## config.mk

```make
export PLATFORM = sky130hd
export DESIGN_NAME = windowed_min_cost_path_dp_top
export DESIGN_NICKNAME = d
export VERILOG_FILES = /design/src/rtl/wmcp_pkg.sv /design/src/rtl/wmcp_cell.sv /design/src/rtl/wmcp_min_tree.sv /design/src/rtl/windowed_min_cost_path_dp_top.sv
export SDC_FILE = /design/constraint.sdc
export NUM_CORES = 2
export LEC_CHECK = 0
export BUFFER_PORTS_ARGS = -buffer_cell sky130_fd_sc_hd__buf_2
export CORE_MARGIN = 4
export CORE_UTILIZATION = 45
export CTS_CLUSTER_DIAMETER = 150
export DETAILED_ROUTE_END_ITERATION = 6
export PLACE_DENSITY = 0.63
export SYNTH_ARGS = -nofsm -noshare
export SYNTH_HDL_FRONTEND = slang
export SYNTH_SLANG_ARGS = --single-unit
```

## constraint.sdc

```tcl
create_clock -name clock -period 48.6 [get_ports clock]
set_clock_uncertainty 0.1 [all_clocks]
set_input_delay 9.72 -clock clock [delete_from_list [all_inputs] [get_ports clock]]
set_output_delay 9.72 -clock clock [all_outputs]
set_load 0.005 [all_outputs]
```

## src/rtl/wmcp_pkg.sv

```systemverilog
// ----------------------------------------------------------------------------
// wmcp_pkg
// Shared widths, types and constants of the windowed min-cost path block.
// ----------------------------------------------------------------------------
`default_nettype none

package wmcp_pkg;

   localparam int HEIGHT_W = 16;
   localparam int COST_W   = 32;
   localparam int JUMP_W   = 5;
   // candidate = cost + height difference, one carry bit wider than a cost
   localparam int CAND_W   = COST_W + 1;

   typedef logic [HEIGHT_W-1:0] height_type;
   typedef logic [COST_W-1:0]   cost_type;
   typedef logic [JUMP_W-1:0]   jump_type;
   typedef logic [CAND_W-1:0]   cand_type;

   // masked-off candidate: larger than any real sum
   localparam cand_type CAND_NONE = {CAND_W{1'b1}};
   localparam cost_type COST_MAX  = {COST_W{1'b1}};

endpackage

`default_nettype wire

```

## src/rtl/wmcp_cell.sv

```systemverilog
// ----------------------------------------------------------------------------
// wmcp_cell
// One window slot: holds a height and a cost, passes them to the next slot
// on a push, and registers its candidate cost for the current height.
// ----------------------------------------------------------------------------
`default_nettype none

module wmcp_cell (
   input  wire                  clock,
   input  wire                  shift_en,
   input  wire                  enable,
   input  wmcp_pkg::height_type cur_height,
   input  wmcp_pkg::height_type prev_height,
   input  wmcp_pkg::cost_type   prev_cost,
   output wmcp_pkg::height_type height_q,
   output wmcp_pkg::cost_type   cost_q,
   output wmcp_pkg::cand_type   cand_q
);
   import wmcp_pkg::*;

   height_type height_ff;
   cost_type   cost_ff;
   cand_type   cand_ff;
   cand_type   cand_in;
   height_type diff;

   // absolute height difference plus stored cost, or CAND_NONE when disabled
   always_comb begin
      if (cur_height >= height_ff) begin
         diff = cur_height - height_ff;
      end else begin
         diff = height_ff - cur_height;
      end
      if (enable) begin
         cand_in = {1'b0, cost_ff} + CAND_W'(diff);
      end else begin
         cand_in = CAND_NONE;
      end
   end

   // slot contents move one place down the chain on a push
   always_ff @(posedge clock) begin
      if (shift_en) begin
         height_ff <= prev_height;
         cost_ff   <= prev_cost;
      end
      cand_ff <= cand_in;
   end

   assign height_q = height_ff;
   assign cost_q   = cost_ff;
   assign cand_q   = cand_ff;

endmodule

`default_nettype wire

```

## src/rtl/wmcp_min_tree.sv

```systemverilog
// ----------------------------------------------------------------------------
// wmcp_min_tree
// Registered binary minimum tree, one register level per tree level.
// Leaves are already registered by the cells.
// ----------------------------------------------------------------------------
`default_nettype none

module wmcp_min_tree #(
   parameter int LEAVES = 16
) (
   input  wire                clock,
   input  wmcp_pkg::cand_type leaf [LEAVES],
   output wmcp_pkg::cand_type root
);
   import wmcp_pkg::*;

   generate
      if (LEAVES == 1) begin : g_single
         assign root = leaf[0];
      end else begin : g_tree
         localparam int NODES = LEAVES - 1;
         cand_type node_ff [NODES];

         // heap layout: node n has children 2n+1 and 2n+2, leaves follow the nodes
         for (genvar n = 0; n < NODES; n++) begin : g_node
            cand_type lhs;
            cand_type rhs;
            if (2*n + 1 < NODES) begin : g_lhs_node
               assign lhs = node_ff[2*n + 1];
            end else begin : g_lhs_leaf
               assign lhs = leaf[2*n + 1 - NODES];
            end
            if (2*n + 2 < NODES) begin : g_rhs_node
               assign rhs = node_ff[2*n + 2];
            end else begin : g_rhs_leaf
               assign rhs = leaf[2*n + 2 - NODES];
            end
            always_ff @(posedge clock) begin
               node_ff[n] <= (lhs < rhs) ? lhs : rhs;
            end
         end

         assign root = node_ff[0];
      end
   endgenerate

endmodule

`default_nettype wire

```

## src/rtl/windowed_min_cost_path_dp_top.sv

```systemverilog
// ----------------------------------------------------------------------------
// windowed_min_cost_path_dp_top
// Streaming minimum-cost path with bounded jumps over a window of the most
// recent MAX_JUMP heights and costs.
// ----------------------------------------------------------------------------
//
//   channel | direction | ports                              | transfer
//   --------+-----------+------------------------------------+-------------------
//   req     | in        | req_height, req_start_req          | req_valid & ready
//   rsp     | out       | rsp_cost, rsp_saturated            | rsp_valid & ready
//   csr     | in        | csr_jump_limit                     | csr_valid & ready
//
// An item is loaded into the request registers, its candidates are registered
// in the cells, and it then passes one register level per level of the min
// tree. A new item is taken only once the last one has finished, set by the
// dependence of each cost on the one before. A finished item waits while the
// result register is full. Reset is synchronous; the window needs no clearing
// pass (fill count only).
// ----------------------------------------------------------------------------
`default_nettype none

module windowed_min_cost_path_dp_top #(
   parameter int MAX_JUMP = 16
) (
   input  wire                  clock,
   input  wire                  reset,
   // request channel
   input  wire                  req_valid,
   output logic                 req_ready,
   input  wmcp_pkg::height_type req_height,
   input  wire                  req_start_req,
   // result channel
   output logic                 rsp_valid,
   input  wire                  rsp_ready,
   output wmcp_pkg::cost_type   rsp_cost,
   output logic                 rsp_saturated,
   // configuration channel
   input  wire                  csr_valid,
   output logic                 csr_ready,
   input  wmcp_pkg::jump_type   csr_jump_limit
);
   import wmcp_pkg::*;

   localparam int TREE_LVL = $clog2(MAX_JUMP);
   localparam int LEAVES   = 2 ** TREE_LVL;
   localparam int SEEN_W   = $clog2(MAX_JUMP + 1);
   localparam int CMP_W    = (SEEN_W > JUMP_W) ? SEEN_W : JUMP_W;
   localparam int CNT_W    = $clog2(TREE_LVL + 2) + 1;
   localparam logic [CNT_W-1:0] CNT_DONE = CNT_W'(TREE_LVL + 1);

   typedef enum logic [1:0] {
      ST_IDLE = 2'b01,
      ST_CALC = 2'b10
   } state_type;

   state_type         state_ff, state_in;
   logic [CNT_W-1:0]  cnt_ff, cnt_in;
   logic [SEEN_W-1:0] seen_ff, seen_in;
   jump_type          jump_limit_ff;
   height_type        height_ff;
   logic              start_ff;
   logic              rsp_valid_ff;
   cost_type          rsp_cost_ff;
   logic              rsp_sat_ff;

   logic              req_xfer;
   logic              finish;
   logic              start_eff;
   cost_type          new_cost;
   logic              new_sat;
   logic [CMP_W-1:0]  lim_eff;
   logic [CMP_W-1:0]  seen_ext;
   cand_type          root;

   height_type win_height [MAX_JUMP];
   cost_type   win_cost   [MAX_JUMP];
   cand_type   leaf       [LEAVES];

   assign req_ready = (state_ff == ST_IDLE);
   assign req_xfer  = req_valid && req_ready;
   assign csr_ready = 1'b1;

   // result is taken from the tree once it has settled and the output is free
   assign finish    = (state_ff == ST_CALC) && (cnt_ff == CNT_DONE) &&
                      (!rsp_valid_ff || rsp_ready);
   assign start_eff = start_ff || (seen_ff == '0);

   always_comb begin
      if (start_eff) begin
         new_cost = '0;
         new_sat  = 1'b0;
      end else if (root[CAND_W-1]) begin
         new_cost = COST_MAX;
         new_sat  = 1'b1;
      end else begin
         new_cost = root[COST_W-1:0];
         new_sat  = 1'b0;
      end
   end

   // effective jump limit: zero means one, clamp at window depth
   always_comb begin
      lim_eff = CMP_W'(jump_limit_ff);
      if (lim_eff == '0) begin
         lim_eff = CMP_W'(1);
      end else if (lim_eff > CMP_W'(MAX_JUMP)) begin
         lim_eff = CMP_W'(MAX_JUMP);
      end
      seen_ext = CMP_W'(seen_ff);
   end

   // cell chain: slot 0 takes the new entry, slot j takes slot j-1
   generate
      for (genvar j = 0; j < MAX_JUMP; j++) begin : g_cell
         height_type prev_h;
         cost_type   prev_c;
         logic       cell_en;
         if (j == 0) begin : g_head
            assign prev_h = height_ff;
            assign prev_c = new_cost;
         end else begin : g_link
            assign prev_h = win_height[j-1];
            assign prev_c = win_cost[j-1];
         end
         assign cell_en = (CMP_W'(j) < lim_eff) && (CMP_W'(j) < seen_ext);

         wmcp_cell u_cell (
            .clock       (clock),
            .shift_en    (finish),
            .enable      (cell_en),
            .cur_height  (height_ff),
            .prev_height (prev_h),
            .prev_cost   (prev_c),
            .height_q    (win_height[j]),
            .cost_q      (win_cost[j]),
            .cand_q      (leaf[j])
         );
      end
      for (genvar p = MAX_JUMP; p < LEAVES; p++) begin : g_pad
         assign leaf[p] = CAND_NONE;
      end
   endgenerate

   wmcp_min_tree #(
      .LEAVES (LEAVES)
   ) u_min_tree (
      .clock (clock),
      .leaf  (leaf),
      .root  (root)
   );

   // control next state
   always_comb begin
      state_in = state_ff;
      cnt_in   = cnt_ff;
      seen_in  = seen_ff;
      case (state_ff)
         ST_IDLE: begin
            if (req_xfer) begin
               state_in = ST_CALC;
               cnt_in   = '0;
            end
         end
         ST_CALC: begin
            if (cnt_ff != CNT_DONE) begin
               cnt_in = cnt_ff + 1'b1;
            end
            if (finish) begin
               state_in = ST_IDLE;
               if (start_eff) begin
                  seen_in = SEEN_W'(1);
               end else if (seen_ff != SEEN_W'(MAX_JUMP)) begin
                  seen_in = seen_ff + 1'b1;
               end
            end
         end
         default: begin
            state_in = ST_IDLE;
         end
      endcase
   end

   // control registers
   always_ff @(posedge clock) begin
      if (reset) begin
         state_ff      <= ST_IDLE;
         cnt_ff        <= '0;
         seen_ff       <= '0;
         jump_limit_ff <= JUMP_W'(1);
         rsp_valid_ff  <= 1'b0;
      end else begin
         state_ff <= state_in;
         cnt_ff   <= cnt_in;
         seen_ff  <= seen_in;
         if (csr_valid && csr_ready) begin
            jump_limit_ff <= csr_jump_limit;
         end
         if (finish) begin
            rsp_valid_ff <= 1'b1;
         end else if (rsp_ready) begin
            rsp_valid_ff <= 1'b0;
         end
      end
   end

   // request and result payload
   always_ff @(posedge clock) begin
      if (req_xfer) begin
         height_ff <= req_height;
         start_ff  <= req_start_req;
      end
      if (finish) begin
         rsp_cost_ff <= new_cost;
         rsp_sat_ff  <= new_sat;
      end
   end

   assign rsp_valid     = rsp_valid_ff;
   assign rsp_cost      = rsp_cost_ff;
   assign rsp_saturated = rsp_sat_ff;

   // checks
   a_sat_is_max: assert property (@(posedge clock) disable iff (reset)
      rsp_valid_ff && rsp_sat_ff |-> rsp_cost_ff == COST_MAX)
      else $error("saturated result without maximum cost");

   a_seen_bound: assert property (@(posedge clock) disable iff (reset)
      seen_ff <= SEEN_W'(MAX_JUMP))
      else $error("fill count beyond window depth");

   a_start_zero: assert property (@(posedge clock) disable iff (reset)
      finish && start_eff |=> rsp_cost_ff == '0 && !rsp_sat_ff && seen_ff == SEEN_W'(1))
      else $error("sequence start did not give zero cost");

   a_finish_settled: assert property (@(posedge clock) disable iff (reset)
      finish |-> $past(state_ff) == ST_CALC && !req_ready)
      else $error("result taken before tree settled");

endmodule

`default_nettype wire
```

==> Flow_metrics.wiki <==
{| class="wikitable"
! Metric !! Value
|-
| Status || finished clean
|-
| Final standard cell count with taps included and fillers excluded || 13600
|-
| FFs w/ async S/R, synth || 0%
|-
| Net switching component of the power || 1040 uW
|-
| VDD IR max || 0.0326 mV
|-
| CTS H-Tree Depth || 4
|-
| Via-to-Cell Ratio || 5.65
|-
| CTS Root Cell || sky130_fd_sc_hd__clkbuf_16
|-
| Reg power frac || 42.2%
|-
| Yosys warns || 0
|-
| Final critical-path share of the clock period || 27.7%
|-
| Y dimension of the die || 491 um
|-
| Unrepaired setup endpoints after global routing || false
|-
| Type of element launching the critical path || input port
|-
| Post-route cell area || 116000 um2
|-
| Clock latency on the worst-skew pair || 0.91 ns
|-
| Total DRC errors in the routed layout || 0
|-
| CTS clk-pin slew, worst paths || 0.06 ns
|-
| Post-synthesis average cell area || 10.1 um2
|-
| Hold Path Class || flip-flop to flip-flop
|-
| Cell area after placement || 108000 um2
|-
| Via count || 76800
|-
| Synth-to-Final Area Change || 10.2%
|-
| Final setup fails || 0
|-
| Detailed-placement wirelength estimate || 244000 um
|-
| HP Start || u_min_tree.g_tree.node_ff[4][3]
|-
| Die Width || 491 um
|-
| CTS Buf Count || 200
|-
| P per Cell Area || 32.6 nW/um2
|-
| Part of the total power dissipated in the clock network || 42.5%
|-
| Final max-slew violation count || 0
|-
| Kind of end point of the critical path || flip-flop
|-
| Max frequency || 0.0743 GHz
|-
| Largest net degree at the start of global routing || 75
|-
| Clock tree sinks || 1826
|-
| Number of violations reported at the end of detailed-routing iteration 0 || 5337
|-
| Final number of hold-violating endpoints || 0
|-
| First-pass detailed-route iteration total || 6
|-
| Antenna viol nets, final || 0
|-
| Most used flip-flop cell after synthesis || sky130_fd_sc_hd__dfxtp_1
|-
| Critical path's most frequent cell || sky130_fd_sc_hd__buf_4
|-
| Hold Buf Count CTS || 0
|-
| Commonest non-fill, non-tap cell in the layout || sky130_fd_sc_hd__ha_1
|-
| First-pass GRT wire length || 470000 um
|-
| Reg-to-reg startpoint || g_cell[0].prev_h[0]
|-
| Core utilization of the finished layout || 50.0%
|-
| Crit path largest cell delay || 0.82 ns
|-
| Longest Clk Path Bufs || 3
|-
| Die Outline Area || 241000 um2
|-
| Launch point of the critical path || rsp_ready
|-
| Buffers inserted during post-CTS setup optimization || 0
|-
| Setup Total Neg Slack || 0 ns
|-
| Floorplan Core Area || 231000 um2
|-
| Initial antenna violation count || 14
|-
| Final critical-path required period || 13.46 ns
|-
| Leakage power of the design || 0.0520 uW
|-
| Critical path type || input port to flip-flop
|-
| Commonest cells after routing, fill and taps aside || 1236 x sky130_fd_sc_hd__ha_1, 1039 x sky130_fd_sc_hd__dfxtp_1, 991 x sky130_fd_sc_hd__inv_1
|-
| Port Buffers || 61
|-
| Number of flip-flops and latches in the synthesized netlist || 1826
|-
| Number of ports placed on the die boundary || 63
|-
| Number of global-route vias before repair || 77500
|-
| Critical path, cell by cell || buf_2, nand2b_1, and3_4, buf_4, buf_4, buf_4, buf_4
|-
| FP Rows || 176
|-
| Wire per inst || 23.1 um
|-
| Transition time of the tightest slew-check pin || 1.21 ns
|-
| Slowest cell on crit path || sky130_fd_sc_hd__buf_4
|-
| Initial Utilization || 45.4%
|-
| Total global-route track usage || 25.5%
|-
| Total routed wirelength || 314000 um
|-
| Number of nets in the finished design || 11700
|-
| Post-synthesis instance area || 105000 um2
|-
| Number of enable flip-flop cells after synthesis || 786
|-
| Max-capacitance violation count || 0
|-
| Total global routing overflow || 0
|-
| Post-synthesis net count || 11600
|-
| Maximum net fanout on the critical path || 67
|-
| Combinational group share of total power || 15.3%
|-
| Filler cells || 20700
|-
| Gate Count Post-Synth || 10300
|-
| Share of cells above drive strength 1 || 10.4%
|-
| Headroom to the max-slew limit || 18.5%
|-
| Design internal power || 2730 uW
|-
| Data required time of the critical path || 48.93 ns
|-
| Placed Cells || 13200
|-
| Switching part of the total || 27.5%
|-
| Clock tree from TritonCTS || yes
|-
| Unique masters post-synth || 106
|-
| Final estimated routing congestion in global placement || 0.938
|-
| Cts repair resizes || 0
|-
| Data arrival time of the worst path || 13.80 ns
|-
| Seq/Total Area, Yosys || 42.4%
|}
[per-layer routing]
layer / GRT usage (%) / part of all wire (%) / vias to the layer above
li1: - / - / 36800
met3: 2.81 / 4.6 / 612
met2: 42.7 / 47 / 2158
met5: 0 / 0.0041 / -
met1: 32.0 / 43 / 37200
met4: 14.1 / 6.3 / 2
[flip-flops by register name (all words and copies together) (netlist names)]
register                   count
g_cell.u_cell.cand_q         528
g_cell.u_cell.cost_q         512
u_min_tree.g_tree.node_ff    495
g_cell.u_cell.height_q       256
g_cell.prev_h                 16
jump_limit_ff                  5
seen_ext                       5
cnt_ff                         4
state_ff                       2
rsp_saturated                  1
rsp_valid                      1
start_ff                       1
[per-stage QoR]
| step | power (uW) | hold slack (ns) | setup WS (ns) |
|---|---|---|---|
| 2_1_floorplan | 2010 | 0.324 | 15.00 |
| 3_3_place_gp | 2190 | 0.339 | 34.27 |
| 3_5_place_dp | 2200 | 0.340 | 34.20 |
| 4_1_cts | 3790 | 0.300 | 35.09 |
| 5_1_grt | 3910 | 0.324 | 34.81 |
| 6_report | 3770 | 0.307 | 35.14 |
[cell families after synthesis]
logic type	synth area share (%)
AOI/OAI and AO/OA	14.5
xor gates and xnor gates	4.79
muxes	7.10
other	0.00358
and+or+nand+nor	10.7
buffers and inverters	4.90
DFF	42.4
adders and majority gates	15.7
[worst paths after layout]
| check | end | slack (ns) | depth (start not counted) |
|---|---|---|---|
| worst max register to register | g_cell[12].u_cell.cand_q[29] | 41.27 | 24 |
| worst min-delay path | u_min_tree.g_tree.node_ff[1][3] | 0.31 | 1 |
| worst min register to register | u_min_tree.g_tree.node_ff[1][3] | 0.31 | 1 |
| worst max-delay path | g_cell[0].u_cell.height_q[14] | 35.14 | 7 |
[cell type report]
cell class                 instances  area (um2)  share of cell area [%]
antenna                           13        32.5                  0.0281
clock buffer                     290        5910                    5.11
clock inverter                    86        1180                    1.02
inverter                         997        3740                    3.24
multi-input combinational       7205       55500                    48.0
sequential                      1826       44400                    38.4
tap                             3026        3790                    3.28
timing repair buffer             158        1030                   0.894
[critical path, delay by kind of cell]
kind          cells  cell delay, ns
simple gates      2            0.82
buf+inv           5            3.09
[power by group through the flow]
stage	clock [uW]	combinational, uW	sequential [uW]
finish	1600	578	1590
floorplan	0	388	1630
global route	1690	626	1590
CTS	1630	575	1590
detailed placement	0	572	1620
global placement	0	565	1620
[Yosys cell counts, drive strengths merged (140+ instances only)]
master,n,area (um2)
nand4,148,926
nand3,248,1240
dfxtp,1040,20800
nor3,140,722
edfxtp,786,23600
clkbuf,201,758
mux2i,143,1430
inv,997,3740
xnor2,269,2360
mux2,525,6010
a21oi,701,3550
nor2,440,1670
a21o,504,3790
ha,1236,15500
o21ai,496,2490
nand2,767,2880
xor2,305,2670
Power figures use the tool's default switching activity.
